<file path="src/sv/ucep_pkg.sv">
package ucep_pkg;

  localparam int PKT_BYTES = 8;
  localparam int ROM_BYTES = 128;
  localparam int ROM_AW = $clog2(ROM_BYTES);
  localparam int CNT_W = $clog2(PKT_BYTES + 1);

  // Endpoint zero events
  localparam logic [1:0] CmdSetup    = 2'd0;
  localparam logic [1:0] CmdStatusOut = 2'd1;
  localparam logic [1:0] CmdInDone   = 2'd2;
  localparam logic [1:0] CmdBusReset = 2'd3;

  // Standard request codes
  localparam logic [7:0] ReqClearFeature = 8'd1;
  localparam logic [7:0] ReqSetAddress   = 8'd5;
  localparam logic [7:0] ReqGetDesc      = 8'd6;
  localparam logic [7:0] ReqSetConfig    = 8'd9;

  // Descriptor types
  localparam logic [7:0] DescDevice = 8'd1;
  localparam logic [7:0] DescConfig = 8'd2;
  localparam logic [7:0] DescString = 8'd3;

  // Request still being handled on endpoint zero
  localparam logic [2:0] PendNone   = 3'd0;
  localparam logic [2:0] PendClear  = 3'd1;
  localparam logic [2:0] PendAddr   = 3'd2;
  localparam logic [2:0] PendDesc   = 3'd3;
  localparam logic [2:0] PendConfig = 3'd4;
  localparam logic [2:0] PendDone   = 3'd5;

  // Device states
  localparam logic [1:0] DevPowered    = 2'd0;
  localparam logic [1:0] DevDefault    = 2'd1;
  localparam logic [1:0] DevAddressed  = 2'd2;
  localparam logic [1:0] DevConfigured = 2'd3;

  localparam logic [7:0] TypeClassMask  = 8'h60;
  localparam logic [7:0] TypeEndpoint   = 8'h02;
  localparam logic [7:0] Ep1InAddr      = 8'h81;
  localparam logic [7:0] Ep2OutAddr     = 8'h02;
  localparam logic [7:0] AddrHighBit    = 8'h80;

  localparam logic [7:0] OffDevice = 8'd0;
  localparam logic [7:0] OffConfig = 8'd18;
  localparam logic [7:0] OffConfigLen = 8'd20;

  localparam logic [7:0] DESC_ROM [ROM_BYTES] = '{
    // device
    8'd18, 8'd1, 8'h10, 8'h01, 8'd0, 8'd0, 8'd0, 8'd8, 8'h70, 8'h0c, 8'h00, 8'h00,
    8'h00, 8'h01, 8'd1, 8'd2, 8'd0, 8'd1,
    // configuration, interface, two endpoints
    8'd9, 8'd2, 8'd32, 8'd0, 8'd1, 8'd1, 8'd0, 8'hc0, 8'd0,
    8'd9, 8'd4, 8'd0, 8'd0, 8'd2, 8'hff, 8'h01, 8'hff, 8'd0,
    8'd7, 8'd5, 8'h81, 8'h03, 8'h08, 8'h00, 8'd10,
    8'd7, 8'd5, 8'h02, 8'h03, 8'h08, 8'h00, 8'd10,
    // string 0: language id
    8'd4, 8'd3, 8'h09, 8'h04,
    // string 1: manufacturer
    8'd46, 8'd3,
    8'h50, 8'd0, 8'h72, 8'd0, 8'h6f, 8'd0, 8'h63, 8'd0, 8'h65, 8'd0, 8'h64, 8'd0,
    8'h75, 8'd0, 8'h72, 8'd0, 8'h61, 8'd0, 8'h6c, 8'd0, 8'h57, 8'd0, 8'h6f, 8'd0,
    8'h72, 8'd0, 8'h6c, 8'd0, 8'h64, 8'd0, 8'h73, 8'd0, 8'h2e, 8'd0, 8'h63, 8'd0,
    8'h6f, 8'd0, 8'h2e, 8'd0, 8'h75, 8'd0, 8'h6b, 8'd0,
    // string 2: product
    8'd26, 8'd3,
    8'h55, 8'd0, 8'h53, 8'd0, 8'h42, 8'd0, 8'h54, 8'd0, 8'h65, 8'd0, 8'h73, 8'd0,
    8'h74, 8'd0, 8'h5f, 8'd0, 8'h30, 8'd0, 8'h30, 8'd0, 8'h30, 8'd0, 8'h30, 8'd0,
    // spare
    8'd0, 8'd0
  };

  function automatic logic [7:0] string_offset(input logic [1:0] idx);
    logic [7:0] off;
    case (idx)
      2'd0:    off = 8'd50;
      2'd1:    off = 8'd54;
      2'd2:    off = 8'd100;
      default: off = 8'd0;
    endcase
    return off;
  endfunction

  typedef struct packed {
    logic [1:0] cmd;
    logic       setup_ok;
    logic [7:0] request_type;
    logic [7:0] request_code;
    logic [7:0] value_low;
    logic [7:0] value_high;
    logic [7:0] index_low;
    logic [7:0] index_high;
    logic [7:0] length_low;
    logic [7:0] length_high;
  } in_item_t;

  typedef struct packed {
    logic        stall_res;
    logic        tx_enable;
    logic        tx_toggle;
    logic [3:0]  tx_count;
    logic [63:0] tx_bytes;
    logic [6:0]  device_address;
    logic [1:0]  device_state;
    logic        ep1_active;
    logic        ep2_active;
    logic        ep1_unstall;
    logic        ep2_unstall;
    logic        rx_enable;
  } out_item_t;

  typedef struct packed {
    logic       start;
    logic       set;
    logic [7:0] offset;
    logic [7:0] left;
  } ldr_ctrl_t;

  typedef struct packed {
    logic                      done;
    logic [CNT_W-1:0]          count;
    logic [PKT_BYTES*8-1:0]    data;
  } ldr_stat_t;

endpackage

</file>
<file path="src/sv/ucep_loader.sv">
module ucep_loader (
  input  logic                 clk_i,
  input  logic                 rst_ni,
  input  ucep_pkg::ldr_ctrl_t  ctrl_i,
  output ucep_pkg::ldr_stat_t  stat_o
);

  logic                               running_q, running_d;
  logic [7:0]                         offset_q, offset_d;
  logic [7:0]                         left_q, left_d;
  logic [ucep_pkg::CNT_W-1:0]         count_q, count_d;
  logic [ucep_pkg::PKT_BYTES-1:0][7:0] data_q, data_d;
  logic                               step;
  logic [7:0]                         rom_byte;

  // One descriptor byte per cycle until the packet is full or the request runs out.
  assign step = running_q && (left_q != 8'd0) &&
                (count_q != ucep_pkg::CNT_W'(ucep_pkg::PKT_BYTES));
  assign rom_byte = ucep_pkg::DESC_ROM[offset_q[ucep_pkg::ROM_AW-1:0]];

  always_comb begin
    running_d = running_q;
    offset_d  = offset_q;
    left_d    = left_q;
    count_d   = count_q;
    data_d    = data_q;
    if (ctrl_i.start) begin
      running_d = 1'b1;
      count_d   = '0;
      data_d    = '0;
      if (ctrl_i.set) begin
        offset_d = ctrl_i.offset;
        left_d   = ctrl_i.left;
      end
    end else if (step) begin
      data_d[count_q[$clog2(ucep_pkg::PKT_BYTES)-1:0]] = rom_byte;
      offset_d = offset_q + 8'd1;
      left_d   = left_q - 8'd1;
      count_d  = count_q + ucep_pkg::CNT_W'(1);
    end else if (running_q) begin
      running_d = 1'b0;
    end
  end

  always_ff @(posedge clk_i or negedge rst_ni) begin
    if (!rst_ni) begin
      running_q <= 1'b0;
      offset_q  <= '0;
      left_q    <= '0;
      count_q   <= '0;
    end else begin
      running_q <= running_d;
      offset_q  <= offset_d;
      left_q    <= left_d;
      count_q   <= count_d;
    end
  end

  always_ff @(posedge clk_i) begin
    data_q <= data_d;
  end

  assign stat_o.done  = running_q && !step;
  assign stat_o.count = count_q;
  assign stat_o.data  = data_q;

endmodule

</file>
<file path="src/sv/usb_control_endpoint_handler.sv">
// Endpoint zero control engine: each event transfer (setup, status OUT, IN done, bus reset)
// yields exactly one result transfer holding the endpoint and device levels after the event.
// Events other than descriptor work pass from acceptance through the SOut state into the
// result register, and the next event can be taken once that result has been placed there.
// A GET_DESCRIPTOR setup, and every IN done while a descriptor is in flight, run the shared
// byte loader over the descriptor ROM, one byte per cycle, so those pass through the SLoad
// state until the loader has read the chunk of at most eight bytes, then through SOut into
// the result register. The input side stalls until the result has been placed in the output
// register; a result waiting there does not hold up acceptance of the next event, but that
// event's result then waits until the output side has taken the earlier one.
module usb_control_endpoint_handler (
  input  logic                 clk_i,
  input  logic                 rst_ni,
  input  logic                 in_valid_i,
  output logic                 in_stall_o,
  input  ucep_pkg::in_item_t   in_data_i,
  output logic                 out_valid_o,
  input  logic                 out_stall_i,
  output ucep_pkg::out_item_t  out_data_o
);

  localparam logic [1:0] SIdle = 2'd0;
  localparam logic [1:0] SLoad = 2'd1;
  localparam logic [1:0] SOut  = 2'd2;

  logic [1:0]  state_q, state_d;
  logic [1:0]  dev_state_q, dev_state_d;
  logic [6:0]  dev_addr_q, dev_addr_d;
  logic [2:0]  pend_q, pend_d;
  logic [7:0]  pend_addr_q, pend_addr_d;
  logic        toggle_q, toggle_d;
  logic        stall_q, stall_d;
  logic        tx_en_q, tx_en_d;
  logic [3:0]  tx_cnt_q, tx_cnt_d;
  logic [63:0] tx_data_q, tx_data_d;
  logic        rx_en_q, rx_en_d;
  logic        ep1_q, ep1_d;
  logic        ep2_q, ep2_d;
  logic        un1_q, un1_d;
  logic        un2_q, un2_d;
  logic        out_valid_q, out_valid_d;
  ucep_pkg::out_item_t out_data_q, out_data_d;

  ucep_pkg::ldr_ctrl_t ldr_ctrl;
  ucep_pkg::ldr_stat_t ldr_stat;

  logic       accept;
  logic       out_room;
  logic [7:0] desc_off;
  logic [7:0] desc_len;
  logic [7:0] desc_len_addr;
  logic       desc_ok;
  ucep_pkg::in_item_t it;

  ucep_loader u_loader (
    .clk_i  (clk_i),
    .rst_ni (rst_ni),
    .ctrl_i (ldr_ctrl),
    .stat_o (ldr_stat)
  );

  assign it         = in_data_i;
  assign in_stall_o = (state_q != SIdle);
  assign accept     = in_valid_i && !in_stall_o;
  assign out_room   = !out_valid_q || !out_stall_i;

  // Descriptor selection: the length byte of the configuration set sits at wTotalLength.
  always_comb begin
    desc_ok       = 1'b1;
    desc_off      = ucep_pkg::OffDevice;
    desc_len_addr = ucep_pkg::OffDevice;
    if (it.value_high == ucep_pkg::DescDevice) begin
      desc_off      = ucep_pkg::OffDevice;
      desc_len_addr = ucep_pkg::OffDevice;
    end else if (it.value_high == ucep_pkg::DescConfig) begin
      desc_off      = ucep_pkg::OffConfig;
      desc_len_addr = ucep_pkg::OffConfigLen;
    end else if (it.value_high == ucep_pkg::DescString && it.value_low <= 8'd2) begin
      desc_off      = ucep_pkg::string_offset(it.value_low[1:0]);
      desc_len_addr = desc_off;
    end else begin
      desc_ok = 1'b0;
    end
    desc_len = ucep_pkg::DESC_ROM[desc_len_addr[ucep_pkg::ROM_AW-1:0]];
    if (it.length_high == 8'd0 && it.length_low < desc_len) begin
      desc_len = it.length_low;
    end
  end

  always_comb begin
    state_d     = state_q;
    dev_state_d = dev_state_q;
    dev_addr_d  = dev_addr_q;
    pend_d      = pend_q;
    pend_addr_d = pend_addr_q;
    toggle_d    = toggle_q;
    stall_d     = stall_q;
    tx_en_d     = tx_en_q;
    tx_cnt_d    = tx_cnt_q;
    tx_data_d   = tx_data_q;
    rx_en_d     = rx_en_q;
    ep1_d       = ep1_q;
    ep2_d       = ep2_q;
    un1_d       = un1_q;
    un2_d       = un2_q;
    ldr_ctrl    = '0;

    if (accept) begin
      state_d   = SOut;
      tx_en_d   = 1'b0;
      tx_cnt_d  = 4'd0;
      tx_data_d = 64'd0;
      un1_d     = 1'b0;
      un2_d     = 1'b0;
      case (it.cmd)
        ucep_pkg::CmdSetup: begin
          // A new setup aborts whatever transfer was in progress.
          stall_d = 1'b0;
          pend_d  = ucep_pkg::PendNone;
          rx_en_d = 1'b1;
          if (!it.setup_ok || (it.request_type & ucep_pkg::TypeClassMask) != 8'd0) begin
            stall_d = 1'b1;
          end else begin
            case (it.request_code)
              ucep_pkg::ReqClearFeature: begin
                if (it.value_high != 8'd0 || it.index_high != 8'd0 ||
                    it.length_high != 8'd0 || it.length_low != 8'd0) begin
                  stall_d = 1'b1;
                end else if (it.request_type == ucep_pkg::TypeEndpoint &&
                             it.value_low == 8'd0 &&
                             (it.index_low == ucep_pkg::Ep1InAddr ||
                              it.index_low == ucep_pkg::Ep2OutAddr)) begin
                  un1_d     = (it.index_low == ucep_pkg::Ep1InAddr);
                  un2_d     = (it.index_low != ucep_pkg::Ep1InAddr);
                  pend_d    = ucep_pkg::PendClear;
                  toggle_d  = 1'b1;
                  tx_en_d   = 1'b1;
                end else begin
                  stall_d = 1'b1;
                end
              end
              ucep_pkg::ReqSetAddress: begin
                if (it.index_high != 8'd0 || it.index_low != 8'd0 ||
                    it.length_high != 8'd0 || it.length_low != 8'd0 ||
                    it.value_high != 8'd0 ||
                    (it.value_low & ucep_pkg::AddrHighBit) != 8'd0) begin
                  stall_d = 1'b1;
                end else begin
                  pend_d      = ucep_pkg::PendAddr;
                  pend_addr_d = it.value_low;
                  toggle_d    = 1'b1;
                  tx_en_d     = 1'b1;
                end
              end
              ucep_pkg::ReqGetDesc: begin
                if (desc_ok) begin
                  pend_d          = ucep_pkg::PendDesc;
                  toggle_d        = 1'b1;
                  ldr_ctrl.start  = 1'b1;
                  ldr_ctrl.set    = 1'b1;
                  ldr_ctrl.offset = desc_off;
                  ldr_ctrl.left   = desc_len;
                  state_d         = SLoad;
                end else begin
                  stall_d = 1'b1;
                end
              end
              ucep_pkg::ReqSetConfig: begin
                if (it.index_high != 8'd0 || it.index_low != 8'd0 ||
                    it.length_high != 8'd0 || it.length_low != 8'd0 ||
                    it.value_high != 8'd0 || it.value_low > 8'd1 ||
                    dev_state_q == ucep_pkg::DevDefault) begin
                  stall_d = 1'b1;
                end else begin
                  if (it.value_low != 8'd0) begin
                    dev_state_d = ucep_pkg::DevConfigured;
                    ep1_d       = 1'b1;
                    ep2_d       = 1'b1;
                    un1_d       = 1'b1;
                    un2_d       = 1'b1;
                  end else begin
                    dev_state_d = ucep_pkg::DevAddressed;
                    ep1_d       = 1'b0;
                    ep2_d       = 1'b0;
                  end
                  pend_d   = ucep_pkg::PendConfig;
                  toggle_d = 1'b1;
                  tx_en_d  = 1'b1;
                end
              end
              default: begin
                stall_d = 1'b1;
              end
            endcase
          end
        end
        ucep_pkg::CmdStatusOut: begin
          rx_en_d = 1'b1;
        end
        ucep_pkg::CmdInDone: begin
          case (pend_q)
            ucep_pkg::PendAddr: begin
              // The new address only takes effect once the status stage has gone out.
              dev_addr_d  = pend_addr_q[6:0];
              dev_state_d = (pend_addr_q != 8'd0) ? ucep_pkg::DevAddressed
                                                   : ucep_pkg::DevDefault;
              pend_d      = ucep_pkg::PendDone;
            end
            ucep_pkg::PendDesc: begin
              toggle_d       = !toggle_q;
              rx_en_d        = 1'b1;
              ldr_ctrl.start = 1'b1;
              state_d        = SLoad;
            end
            ucep_pkg::PendClear, ucep_pkg::PendConfig: begin
              pend_d = ucep_pkg::PendDone;
            end
            ucep_pkg::PendDone: begin
              pend_d = pend_q;
            end
            default: begin
              stall_d = 1'b1;
              pend_d  = ucep_pkg::PendNone;
            end
          endcase
        end
        default: begin
          dev_addr_d  = 7'd0;
          dev_state_d = ucep_pkg::DevDefault;
          toggle_d    = 1'b0;
          rx_en_d     = 1'b1;
          stall_d     = 1'b0;
          ep1_d       = 1'b0;
          ep2_d       = 1'b0;
          pend_d      = ucep_pkg::PendNone;
        end
      endcase
    end else if (state_q == SLoad && ldr_stat.done) begin
      tx_en_d   = 1'b1;
      tx_cnt_d  = ldr_stat.count;
      tx_data_d = ldr_stat.data;
      // A short packet, including a zero-length one, ends the data stage.
      if (ldr_stat.count != 4'(ucep_pkg::PKT_BYTES)) begin
        pend_d = ucep_pkg::PendDone;
      end
      state_d = SOut;
    end else if (state_q == SOut && out_room) begin
      state_d = SIdle;
    end
  end

  always_comb begin
    out_data_d                = out_data_q;
    out_valid_d               = out_valid_q && out_stall_i;
    if (state_q == SOut && out_room) begin
      out_valid_d                = 1'b1;
      out_data_d.stall_res       = stall_q;
      out_data_d.tx_enable       = tx_en_q;
      out_data_d.tx_toggle       = toggle_q;
      out_data_d.tx_count        = tx_en_q ? tx_cnt_q : 4'd0;
      out_data_d.tx_bytes        = tx_en_q ? tx_data_q : 64'd0;
      out_data_d.device_address  = dev_addr_q;
      out_data_d.device_state    = dev_state_q;
      out_data_d.ep1_active      = ep1_q;
      out_data_d.ep2_active      = ep2_q;
      out_data_d.ep1_unstall     = un1_q;
      out_data_d.ep2_unstall     = un2_q;
      out_data_d.rx_enable       = rx_en_q;
    end
  end

  always_ff @(posedge clk_i or negedge rst_ni) begin
    if (!rst_ni) begin
      state_q     <= SIdle;
      dev_state_q <= ucep_pkg::DevPowered;
      dev_addr_q  <= 7'd0;
      pend_q      <= ucep_pkg::PendNone;
      pend_addr_q <= 8'd0;
      toggle_q    <= 1'b0;
      stall_q     <= 1'b0;
      tx_en_q     <= 1'b0;
      tx_cnt_q    <= 4'd0;
      rx_en_q     <= 1'b0;
      ep1_q       <= 1'b0;
      ep2_q       <= 1'b0;
      un1_q       <= 1'b0;
      un2_q       <= 1'b0;
      out_valid_q <= 1'b0;
    end else begin
      state_q     <= state_d;
      dev_state_q <= dev_state_d;
      dev_addr_q  <= dev_addr_d;
      pend_q      <= pend_d;
      pend_addr_q <= pend_addr_d;
      toggle_q    <= toggle_d;
      stall_q     <= stall_d;
      tx_en_q     <= tx_en_d;
      tx_cnt_q    <= tx_cnt_d;
      rx_en_q     <= rx_en_d;
      ep1_q       <= ep1_d;
      ep2_q       <= ep2_d;
      un1_q       <= un1_d;
      un2_q       <= un2_d;
      out_valid_q <= out_valid_d;
    end
  end

  always_ff @(posedge clk_i) begin
    tx_data_q  <= tx_data_d;
    out_data_q <= out_data_d;
  end

  assign out_valid_o = out_valid_q;
  assign out_data_o  = out_data_q;

endmodule
</file>
<file path="config.mk">
export PLATFORM = sky130hd
export DESIGN_NAME = usb_control_endpoint_handler
export DESIGN_NICKNAME = d
export VERILOG_FILES = /design/src/sv/ucep_pkg.sv /design/src/sv/ucep_loader.sv /design/src/sv/usb_control_endpoint_handler.sv
export SDC_FILE = /design/constraint.sdc
export NUM_CORES = 1
export LEC_CHECK = 0
export BUFFER_PORTS_ARGS = -buffer_cell sky130_fd_sc_hd__buf_4
export CAP_MARGIN = 20
export CELL_PAD_IN_SITES_DETAIL_PLACEMENT = 0
export CELL_PAD_IN_SITES_GLOBAL_PLACEMENT = 2
export CORE_MARGIN = 8
export CORE_UTILIZATION = 33
export DETAILED_ROUTE_END_ITERATION = 8
export PLACE_DENSITY_LB_ADDON = 0.1
export REMOVE_ABC_BUFFERS = 1
export SETUP_SLACK_MARGIN = 0.15
export SLEW_MARGIN = 20
export SYNTH_ARGS = -nofsm -noshare
export SYNTH_HDL_FRONTEND = slang
export SYNTH_SLANG_ARGS = --single-unit
</file>
<file path="constraint.sdc">
create_clock -name clk_i -period 6 [get_ports clk_i]
set_clock_uncertainty 0.15 [all_clocks]
set_input_delay 0.6 -clock clk_i [delete_from_list [all_inputs] [get_ports clk_i]]
set_output_delay 0.6 -clock clk_i [all_outputs]
set_load 0.05 [all_outputs]
</file>
* Yosys cells after proc, flatten, opt, wreduce, memory -nomap -nowiden
Memory sizes are Yosys's and may differ from the RTL's.
Index checks and enable logic that the tools add are counted.
** Storage, ports and cells
- Register bits after elaboration :: 267
- Bits in read-only memories :: 2048
- Input bits :: 71
- Output and inout port bits :: 87
- Logic and storage cells :: 271
- Memories :: 2
** Operators by class
- Add/sub/neg operators :: 3
- Magnitude comparators :: 7
- Equal/unequal tests :: 40
- Muxes and demuxes :: 111
- Bitwise operators :: 7
- Reductions and logical operators :: 63
** Memory list
- (name not given) :: depth 128, width 8, rd ports 1, clocked after Yosys merged registers in 0, write ports 0, line ucep_loader.sv:19 : assign rom_byte = ucep_pkg::DESC_ROM[offset_q[ucep_pkg::ROM_AW-1:0]];
- (name not given) :: depth 128, width 8, rd ports 1, clocked after Yosys merged registers in 0, write ports 0, line usb_control_endpoint_handler.sv:84 : desc_len = ucep_pkg::DESC_ROM[desc_len_addr[ucep_pkg::ROM_AW-1:0]];
** Operator list (number)
- 2-to-1 mux 8 bit :: 13
- 2-to-1 mux 18 bit :: 4
- nonzero test 8 bit :: 9
- bitwise mux 64 bit :: 1
- 2-to-1 mux 1 bit :: 47
- 2-to-1 mux 7 bit :: 5
- equality test 8 x 2 -> 1 bit, second input constant :: 4
- 2-to-1 mux 2 bit :: 14
- demux 8 bit (select 3 bit) :: 1
- one-hot mux 7 bit (3 select lines) :: 1
- inequality test 3 bit, second input constant :: 6
- 2-to-1 mux 17 bit :: 1
- equality test 8 x 1 -> 1 bit, second input constant :: 2
- equality test 8 x 3 -> 1 bit, second input constant :: 2
- >= comparator 8 bit, second input constant :: 2
- logical NOT 8 bit :: 2
- 2-to-1 mux 4 bit :: 4
- inverter 7 -> 8 bit :: 2
- 2-to-1 mux 3 bit :: 5
- one-hot mux 7 bit (2 select lines) :: 1
- logical OR 1 bit :: 13
- logical AND 1 bit :: 12
- inequality test 2 bit, second input constant :: 6
- one-hot mux 3 bit (4 select lines) :: 1
- 40 further kinds :: 73

* Depth between registers and ports, before layout
Gate-level depths: netlist (run 1).
- Word-level depth :: 19
- Depth in mapped cells :: 20
- Depth with buffers taken out :: 19

* Modules after synthesis
A second synthesis (run 1) with hierarchy kept.
** Unflattened totals
- Cells, all modules :: 1228
- Area total of the unflattened synthesis :: 12528.3 µm²
** Modules (own cells, without submodules)
- usb_control_endpoint_handler :: times used 1, cells an instance 660, area an instance 7741.2 µm², sequential area each 4654.5 µm²
- ucep_loader :: times used 1, cells an instance 568, area an instance 4787.1 µm², sequential area each 1781.7 µm²

* Worst setup path before layout (run 1)
OpenSTA, ideal clock, no wires.
- Path type :: in2reg
- Start :: input out_stall_i
- End :: register state_q[1]
- Setup time :: 131 ps
- Arrival :: 5442 ps
- Data required time :: 5719 ps
- Path slack :: 277 ps
- Cell stages on the path :: 3
- Path buffers :: 0
- Path through :: a21oi_1 -> and2b_1 -> or3_1
** On the way
- Word-level cells in the longest chain between the ends :: 4
** Ends and longest elaborated chain
- start: declaration :: line usb_control_endpoint_handler.sv:18 : input logic out_stall_i,
- logical NOT 1 bit :: line usb_control_endpoint_handler.sv:65 : assign out_room = !out_valid_q || !out_stall_i;
- logical OR 1 bit :: line usb_control_endpoint_handler.sv:65
- logical AND 1 bit :: line usb_control_endpoint_handler.sv:247 : end else if (state_q == SOut && out_room) begin
- nonzero test 3 bit (no source line)
- end signal: assignment :: line usb_control_endpoint_handler.sv:274 : state_q <= SIdle;
- end signal: assignment :: line usb_control_endpoint_handler.sv:290 : state_q <= state_d;
- end: declaration :: line usb_control_endpoint_handler.sv:26 : logic [1:0] state_q, state_d;
Every way passes these cells.
A chain may end at the register's enable or synchronous reset.

* Worst setup path in the final report (run 1)
- Start :: input in_data_i[43] in the netlist's numbering
- End :: register u_loader.left_q[0]
** On the way
- Word-level cells in the longest chain between the ends :: 19
- Elaborated cells between the ends (all ways) :: 26
- Classes of those cells :: order compare (2); eq/ne (1); mux (17); bitwise (1); reduce/logical (4); memory (1)
** Ends and longest elaborated chain
- start: declaration :: line usb_control_endpoint_handler.sv:16 : input ucep_pkg::in_item_t in_data_i,
- <= comparator 8 x 2 -> 1 bit * :: line usb_control_endpoint_handler.sv:78 : end else if (it.value_high == ucep_pkg::DescString && it.value_low <= 8'd2) begin
- logical AND 1 bit * :: line usb_control_endpoint_handler.sv:78
- 2-to-1 mux 7 bit :: line usb_control_endpoint_handler.sv:78
- 2-to-1 mux 7 bit :: line usb_control_endpoint_handler.sv:75 : end else if (it.value_high == ucep_pkg::DescConfig) begin
- 2-to-1 mux 7 bit :: line usb_control_endpoint_handler.sv:72 : if (it.value_high == ucep_pkg::DescDevice) begin
- inverter 7 -> 8 bit (implied by the code) :: line usb_control_endpoint_handler.sv:84
- memory (128 x 8 bit)
- 2-to-1 mux 8 bit (implied by the code) (2 in series) :: line usb_control_endpoint_handler.sv:84
- [... 2 more ...]
- 2-to-1 mux 8 bit :: line usb_control_endpoint_handler.sv:85 : if (it.length_high == 8'd0 && it.length_low < desc_len) begin
- 2-to-1 mux 18 bit * :: line usb_control_endpoint_handler.sv:156 : if (desc_ok) begin
- 2-to-1 mux 18 bit * :: line usb_control_endpoint_handler.sv:124 : case (it.request_code)
- 2-to-1 mux 18 bit * :: line usb_control_endpoint_handler.sv:121 : if (!it.setup_ok || (it.request_type & ucep_pkg::TypeClassMask) != 8'd0) begin
- 2-to-1 mux 17 bit :: line usb_control_endpoint_handler.sv:115 : case (it.cmd)
- 2-to-1 mux 18 bit * :: line usb_control_endpoint_handler.sv:108 : if (accept) begin
- 2-to-1 mux 8 bit :: line ucep_loader.sv:31 : if (ctrl_i.set) begin
- 2-to-1 mux 8 bit :: line ucep_loader.sv:27 : if (ctrl_i.start) begin
- end signal: assignment :: line ucep_loader.sv:54 : left_q <= left_d;
- end: declaration :: line ucep_loader.sv:10 : logic [7:0] left_q, left_d;
Every way passes the cells marked *; elsewhere a longest branch is shown, timed or not. The select of a mux whose other input is x is not followed.

==> impl_metrics.toml, run 1 <==
[clock_tree]
cts_setup_buffers = 0
numClockSinks = 266
clock-root-buffer = "clkbuf_16"
holdBufCountCts = 1
h-tree-depth = 1
cts_tree = "built"
cts_max_path_buffers = 3
ctsResizeCount = 0
clk_pin_slew_worst_paths_ns = 0.06
cts-buffers-inserted = 30
clk_latency_ns = 0.55

[cells_and_area]
fillCellCount = 3881
register_area_mm2 = 0.00644
syn_to_final_growth_pct = 20.6
nets = 1587
drive_gt1_share_pct = 17.4
diodes = 0
multi_input_area_mm2 = 0.00573

[synthesis]
synth_area_leaders = "dfxtp_1 20%, edfxtp_1 20%, dfrtp_1 11%"
synth-seq-area-share_pct = 51.1
yosys_warnings = 0
syn-cell-area_mm2 = 0.0126
synth_compound_area_share_pct = 16.1
synth.distinct_cells = 88
synth_fa_ha_area_share_pct = 3.28
synthSimpleGateAreaFrac_pct = 22.7
syn_inst = 1355
async_flop_share_pct = 20.3
yosysMostFrequentCell = "nand2_1"
yosys-top-cells-count = "245 x nand2_1, 147 x o21ai_0, 128 x dfxtp_1"
synth_top_family_by_area = "simple AND/OR/NAND/NOR gates"
synth-xor-area-share_pct = 0.974
synth-edff-count = 84
synth_top_area_share_pct = 20.3
yosysTopAreaCell = "dfxtp_1"
avgSynthCellArea_um2 = 9.29
yosys-mux-area-fraction_pct = 2.04
synth-main-ff-cell = "dfxtp_1"
ys_ff_latch = 266

[timing]
finalSetupViolCount = 0
slew_headroom_pct = 27.7
final_hold_viol_count = 0
slew_viol_final = 0
fmax_ghz = 0.212
worstMarginPinSlew_ns = 1.08
fin_crit_sh_pct = 78.5
fin_crit_ns = 4.71
setup_tns_ns = 0
rsz0062_at_grt = "no"

[die]
coreArea_mm2 = 0.0377
die_width_um = 211
die_area_mm2 = 0.0447
io_pins = 158
die_y_um = 211
start_util_pct = 33.4
num_rows = 71

[drt]
drt-initial-drc-count = 615
ant_nets = 0
wl_mm = 37.1
first_pass_iters = 5
drc = 0
routed_via_density = 5.04
routedWlPerCell_um = 18.4
vias = 10174

[critical_path]
crit_type = "in -> reg"
cpPeakStageDelay_ns = 0.47
cp_max_fo = 12
end_kind = "register"
required_ns = 6.33
crit_chain = "buf_4, nor4_4, and4_1, nand2_1, nor2_1, inv_1, ha_1, and3_1, or3_1, a22oi_1, ha_1, a211o_1, a211oi_1, nand4_1, nand2_1, mux2_2, o21ai_0"
cp.arrival_ns = 5.04
cp_slowest_cell = "and4_1"
cp-start-kind = "primary input"
cp_num_buf_inv = 2
path_delay_family = "simple AND/OR/NAND/NOR gates"

[run]
drv_cap = 0

[placement]
numPortBuffers = 157
dp_hpwl_mm = 26.4
gp_congestion = 0.804

[global_route]
antenna_found_initial = 0
use_met2_pct = 27.1
grt.overflow.total = 0
grt_pass1_vias = 10185
grt.met1_usage_pct = 22.4
gr-max-usage-layer = "met2"
grt_pass1_wl_mm = 59.0
grtUsageTotal_pct = 16.5
grt_max_degree = 73
grtUsageMet3_pct = 2.47

[power_and_ir_drop]
pwr_density_cell_mw_per_mm2 = 309
p_total_mw = 4.69
power.leakage_nw = 5.83
peakVddDrop_uv = 200

[run_status]
status = "completed"

[min_path]
hold_class = "in -> reg"
state kept, by name, indices dropped and copies added, names as in the netlist, 4 cells and up:
signal	cells
u_loader.left_q	8
u_loader.stat_o	64
out_data_o	84
dev_addr_q	7
u_loader.offset_q	7
pend_addr_q	8
u_loader.count_q	4
tx_cnt_q	4
tx_data_q	64
per-stage QoR:
| step | hold WS, ns | cells | cell area [µm²] | util, % | worst slack (ns) |
|---|---|---|---|---|---|
| after CTS | 0.109 | 2018 | 15200 | 40.2 | 1.33 |
| after detailed placement | 0.287 | 1961 | 14200 | 37.8 | 0.780 |
| after global placement | 0.284 | 1960 | 14200 | 37.7 | 0.747 |
| after global routing | 0.117 | 2018 | 15200 | 40.3 | 0.881 |
| final | 0.136 | 2018 | 15200 | 40.3 | 1.29 |
| after floorplan | 0.154 | 1275 | 12200 | - | 0.277 |
metal layers:
| metal | wire, µm | vias to the layer above |
|---|---|---|
| met1 | 17500 | 4860 |
| met5 | 0 | - |
| met3 | 1550 | 48 |
| met4 | 781 | 0 |
| met2 | 17300 | 190 |
| li1 | - | 5076 |
placed cells by master (no fill, tap or decap), drive strengths merged, types with 8 or more instances in the layout:
cell	instances
a211oi	8
a21o	8
a21oi	81
a31oi	13
and2	77
and3	8
buf	175
clkbuf	44
clkinv	13
dfrtp	54
dfxtp	128
edfxtp	84
ha	33
inv	31
mux2	10
mux2i	8
nand2	245
nand2b	14
nand3	38
nand3b	13
nand4	12
nor2	67
nor3	19
nor4	14
o21ai	154
or2	10
or3	12
or4	13
xnor2	9
cells by family after synthesis:
logic type / after synthesis
buf+inv: 112
simple gates: 569
compound gates: 341
xor+xnor: 14
fa+ha+maj: 33
mux: 20
flops: 266
final timing paths:
kind                                      start             endpoint  slack (ns)  cells past startpoint
setup / recovery                  in_data_i[43]   u_loader.left_q[0]        1.29                     17
hold / removal                    in_data_i[45]       pend_addr_q[5]        0.14                      2
setup reg to reg           u_loader.offset_q[0]  u_loader.stat_o[25]        2.06                      8
hold reg to reg                   tx_data_q[26]        tx_data_q[26]        0.30                      2
max in group asynchronous                rst_ni              tx_en_q        4.57                      2
min in group asynchronous                rst_ni       pend_addr_q[5]        0.53                      2
area by class of cell:
class / count / share of cell area, %
clock inverter: 12 / 0.346
clock buffer: 44 / 5.69
inverter: 32 / 0.791
multi-input combinational: 977 / 37.8
sequential: 266 / 42.4
timing repair buffer: 176 / 8.80
tap: 511 / 4.21
power breakdown:
| group | leakage (nW) | switching (mW) | internal (mW) | total, mW |
|---|---|---|---|---|
| sequential | 2.55 | 0.0652 | 2.04 | 2.10 |
| clock | 0.454 | 0.714 | 0.988 | 1.70 |
| combinational | 2.83 | 0.657 | 0.233 | 0.890 |
| total | 5.83 | 1.44 | 3.26 | 4.69 |
Power figures use the tool's default switching activity.
==> inputs of run 2 (changes only) <==
--- a/config.mk
+++ b/config.mk
@@ -5,12 +5,13 @@
 export SDC_FILE = /design/constraint.sdc
 export NUM_CORES = 1
 export LEC_CHECK = 0
+export ABC_AREA = 1
 export BUFFER_PORTS_ARGS = -buffer_cell sky130_fd_sc_hd__buf_4
 export CAP_MARGIN = 20
 export CELL_PAD_IN_SITES_DETAIL_PLACEMENT = 0
 export CELL_PAD_IN_SITES_GLOBAL_PLACEMENT = 2
 export CORE_MARGIN = 8
-export CORE_UTILIZATION = 33
+export CORE_UTILIZATION = 31
 export DETAILED_ROUTE_END_ITERATION = 8
 export PLACE_DENSITY_LB_ADDON = 0.1
 export REMOVE_ABC_BUFFERS = 1
==> constraint.sdc (replaced) <==
create_clock -name clk_i -period 4 [get_ports clk_i]
set_clock_uncertainty 0.15 [all_clocks]
set_input_delay 0.4 -clock clk_i [delete_from_list [all_inputs] [get_ports clk_i]]
set_output_delay 0.4 -clock clk_i [all_outputs]
set_load 0.05 [all_outputs]
==> run 2 against run 1 <==
Net effect: setup slack lost 0.75 ns; non-clock buffer count grew 3; die area grew 3.6%; first-iteration DRC count shrank 38%; worst hold slack lost 0.10 ns; synthesized area shrank 2.4%; count of clock-buffer cells in the layout shrank 9; critical path type unchanged; largest power group unchanged.
==> impl_metrics.toml, run 2 <==
[power_and_ir_drop]
peakVddDrop_uv = 262
power.leakage_nw = 7.41
pwr_density_cell_mw_per_mm2 = 375

[drt]
drt-initial-drc-count = 381
vias = 9902
drc = 0
ant_nets = 0
first_pass_iters = 4
routed_via_density = 4.56
wl_mm = 32.7
routedWlPerCell_um = 15.1

[global_route]
grt_pass1_vias = 10025
grt_max_degree = 69
grtUsageTotal_pct = 13.9
grt.overflow.total = 0
antenna_found_initial = 0
grt_pass1_wl_mm = 53.8

[clock_tree]
cts_tree = "built"
h-tree-depth = 1
clk_latency_ns = 0.55
numClockSinks = 266
cts_max_path_buffers = 3
clk_pin_slew_worst_paths_ns = 0.06
cts-buffers-inserted = 29
clock-root-buffer = "clkbuf_16"
cts_setup_buffers = 0

[timing]
fmax_ghz = 0.289
worstMarginPinSlew_ns = 0.989
finalSetupViolCount = 0
fin_crit_ns = 3.46
rsz0062_at_grt = "no"
setup_tns_ns = 0
final_hold_viol_count = 0
slew_viol_final = 0
fin_crit_sh_pct = 86.5
slew_headroom_pct = 34.1
setup_ws_ns = 0.541

[synthesis]
synth_compound_area_share_pct = 15.3
syn_inst = 1458
avgSynthCellArea_um2 = 8.43
yosys_warnings = 0
synth-xor-area-share_pct = 0.285
syn-cell-area_mm2 = 0.0123
synth-edff-count = 84
synth_area_leaders = "dfxtp_1 21%, edfxtp_1 21%, dfrtp_1 11%"
ys_ff_latch = 266
async_flop_share_pct = 20.3
yosysMostFrequentCell = "nand2_1"
synth-main-ff-cell = "dfxtp_1"
synth.distinct_cells = 52
synthSimpleGateAreaFrac_pct = 19.4
yosys-top-cells-count = "258 x nand2_1, 223 x inv_1, 157 x nor2_1"
yosys-mux-area-fraction_pct = 0
synth_top_area_share_pct = 20.9
yosysTopAreaCell = "dfxtp_1"
synth-seq-area-share_pct = 52.4
synth_top_family_by_area = "simple AND/OR/NAND/NOR gates"
synth_fa_ha_area_share_pct = 3.36

[run]
drv_cap = 0

[die]
die_area_mm2 = 0.0463
coreArea_mm2 = 0.0395
start_util_pct = 31.1
die_y_um = 215
die_width_um = 215
io_pins = 158
num_rows = 73

[cells_and_area]
largest_reg_flops = 84
postLayoutCoreUtil_pct = 38.4
final_area_mm2 = 0.0151
layout_common_cells = "256 x nand2_1, 223 x inv_1, 171 x buf_4"
diodes = 0
syn_to_final_growth_pct = 23.2
drive_gt1_share_pct = 17.1
nets = 1728
layout_commonest_cell = "nand2_1"

[placement]
gp_congestion = 0.866
place_area_mm2 = 0.0141
dp_hpwl_mm = 23.7
dp_slack_ns = 0.0954
numPortBuffers = 157

[critical_path]
required_ns = 4.33
crit_type = "in -> reg"
cp_max_fo = 9
cp.arrival_ns = 3.79
crit_chain = "dlygate4sd3_1, buf_4, nor2_4, nand2_2, nor2_4, nand2_4, inv_1, nand2_1, nand2_2, inv_1, ha_1, nor2_1, o31ai_1, ha_1, nand2_1, inv_1, nand2_1, nand2_2, nand2_4, nand2_4, nand2_1, nand3_1, a21oi_2"
cp-start-kind = "primary input"
path_common_cell = "nand2_1"
cpPeakStageDelay_ns = 0.53
cp_slowest_cell = "dlygate4sd3_1"
end_kind = "register"

[min_path]
hold_class = "in -> reg"

[run_status]
status = "completed"
[run 2: final cells by class]
class                   count  area [µm²]
repair buffers            179        1370
flip-flops and latches    266        6440
fillers                  4093       24300
clock inverters            19         231
inverters                 251         945
multi-input cells         897        4730
clock buffers              35         758
well taps                 525         657
[run 2: metal layers]
metal | track usage [%] | up-vias | share of wire [%]
met2 | 24.2 | 186 | 48
met5 | 0 | - | 0
met3 | 2.36 | 46 | 4.3
li1 | - | 5132 | -
met1 | 17.7 | 4538 | 46
met4 | 3.61 | 0 | 1.9
[run 2: logic make-up (layout without fill, tap and decap cells)]
family          Yosys count  count (layout)
xor+xnor                  4               4
fa+ha+maj                33              33
buf+inv                 295             484
flops                   266             266
compound gates          320             320
simple gates            540             540
[run 2: what timing repair did]
action | CTS | global route
resized for setup | 0 | 2
hold endpoints to repair | 60 | 0
hold buffers | 7 | 0
setup endpoints to repair | 0 | 8
[run 2: metrics by stage]
stage | cells | power (mW) | hold WS (ns)
after detailed placement | 2111 | 2.97 | 0.284
after global routing | 2172 | 5.91 | 0.0356
final | 2172 | 5.67 | 0.0349
after global placement | 2111 | 2.97 | 0.284
after CTS | 2172 | 5.78 | 0.00761
after floorplan | 1414 | 2.88 | -0.0456
[run 2: final timing paths]
kind / from / end / slack [ns] / depth (start not counted)
min: in_data_i[40] / pend_addr_q[0] / 0.03 / 3
max in group asynchronous: rst_ni / tx_en_q / 2.84 / 2
min reg2reg: rx_en_q / out_data_o[0] / 0.30 / 0
max reg2reg: u_loader.offset_q[0] / u_loader.stat_o[28] / 0.87 / 12
min in group asynchronous: rst_ni / dev_addr_q[6] / 0.31 / 2
max: in_data_i[43] / u_loader.left_q[3] / 0.54 / 23
[run 2: worst max-delay path: cells and delay by family]
family / cells / cell delay [ns]
buffers and inverters: 5 / 0.91
adder cells (fa/ha/maj): 2 / 0.61
AND/OR/NAND/NOR: 14 / 1.35
AO/OA/AOI/OAI: 2 / 0.51
[run 2: power by group]
group | switching [mW] | internal (mW)
sequential | 0.0000000000000000278 | 2.77
clock | 1.09 | 1.67
combinational | 0.0709 | 0.0670
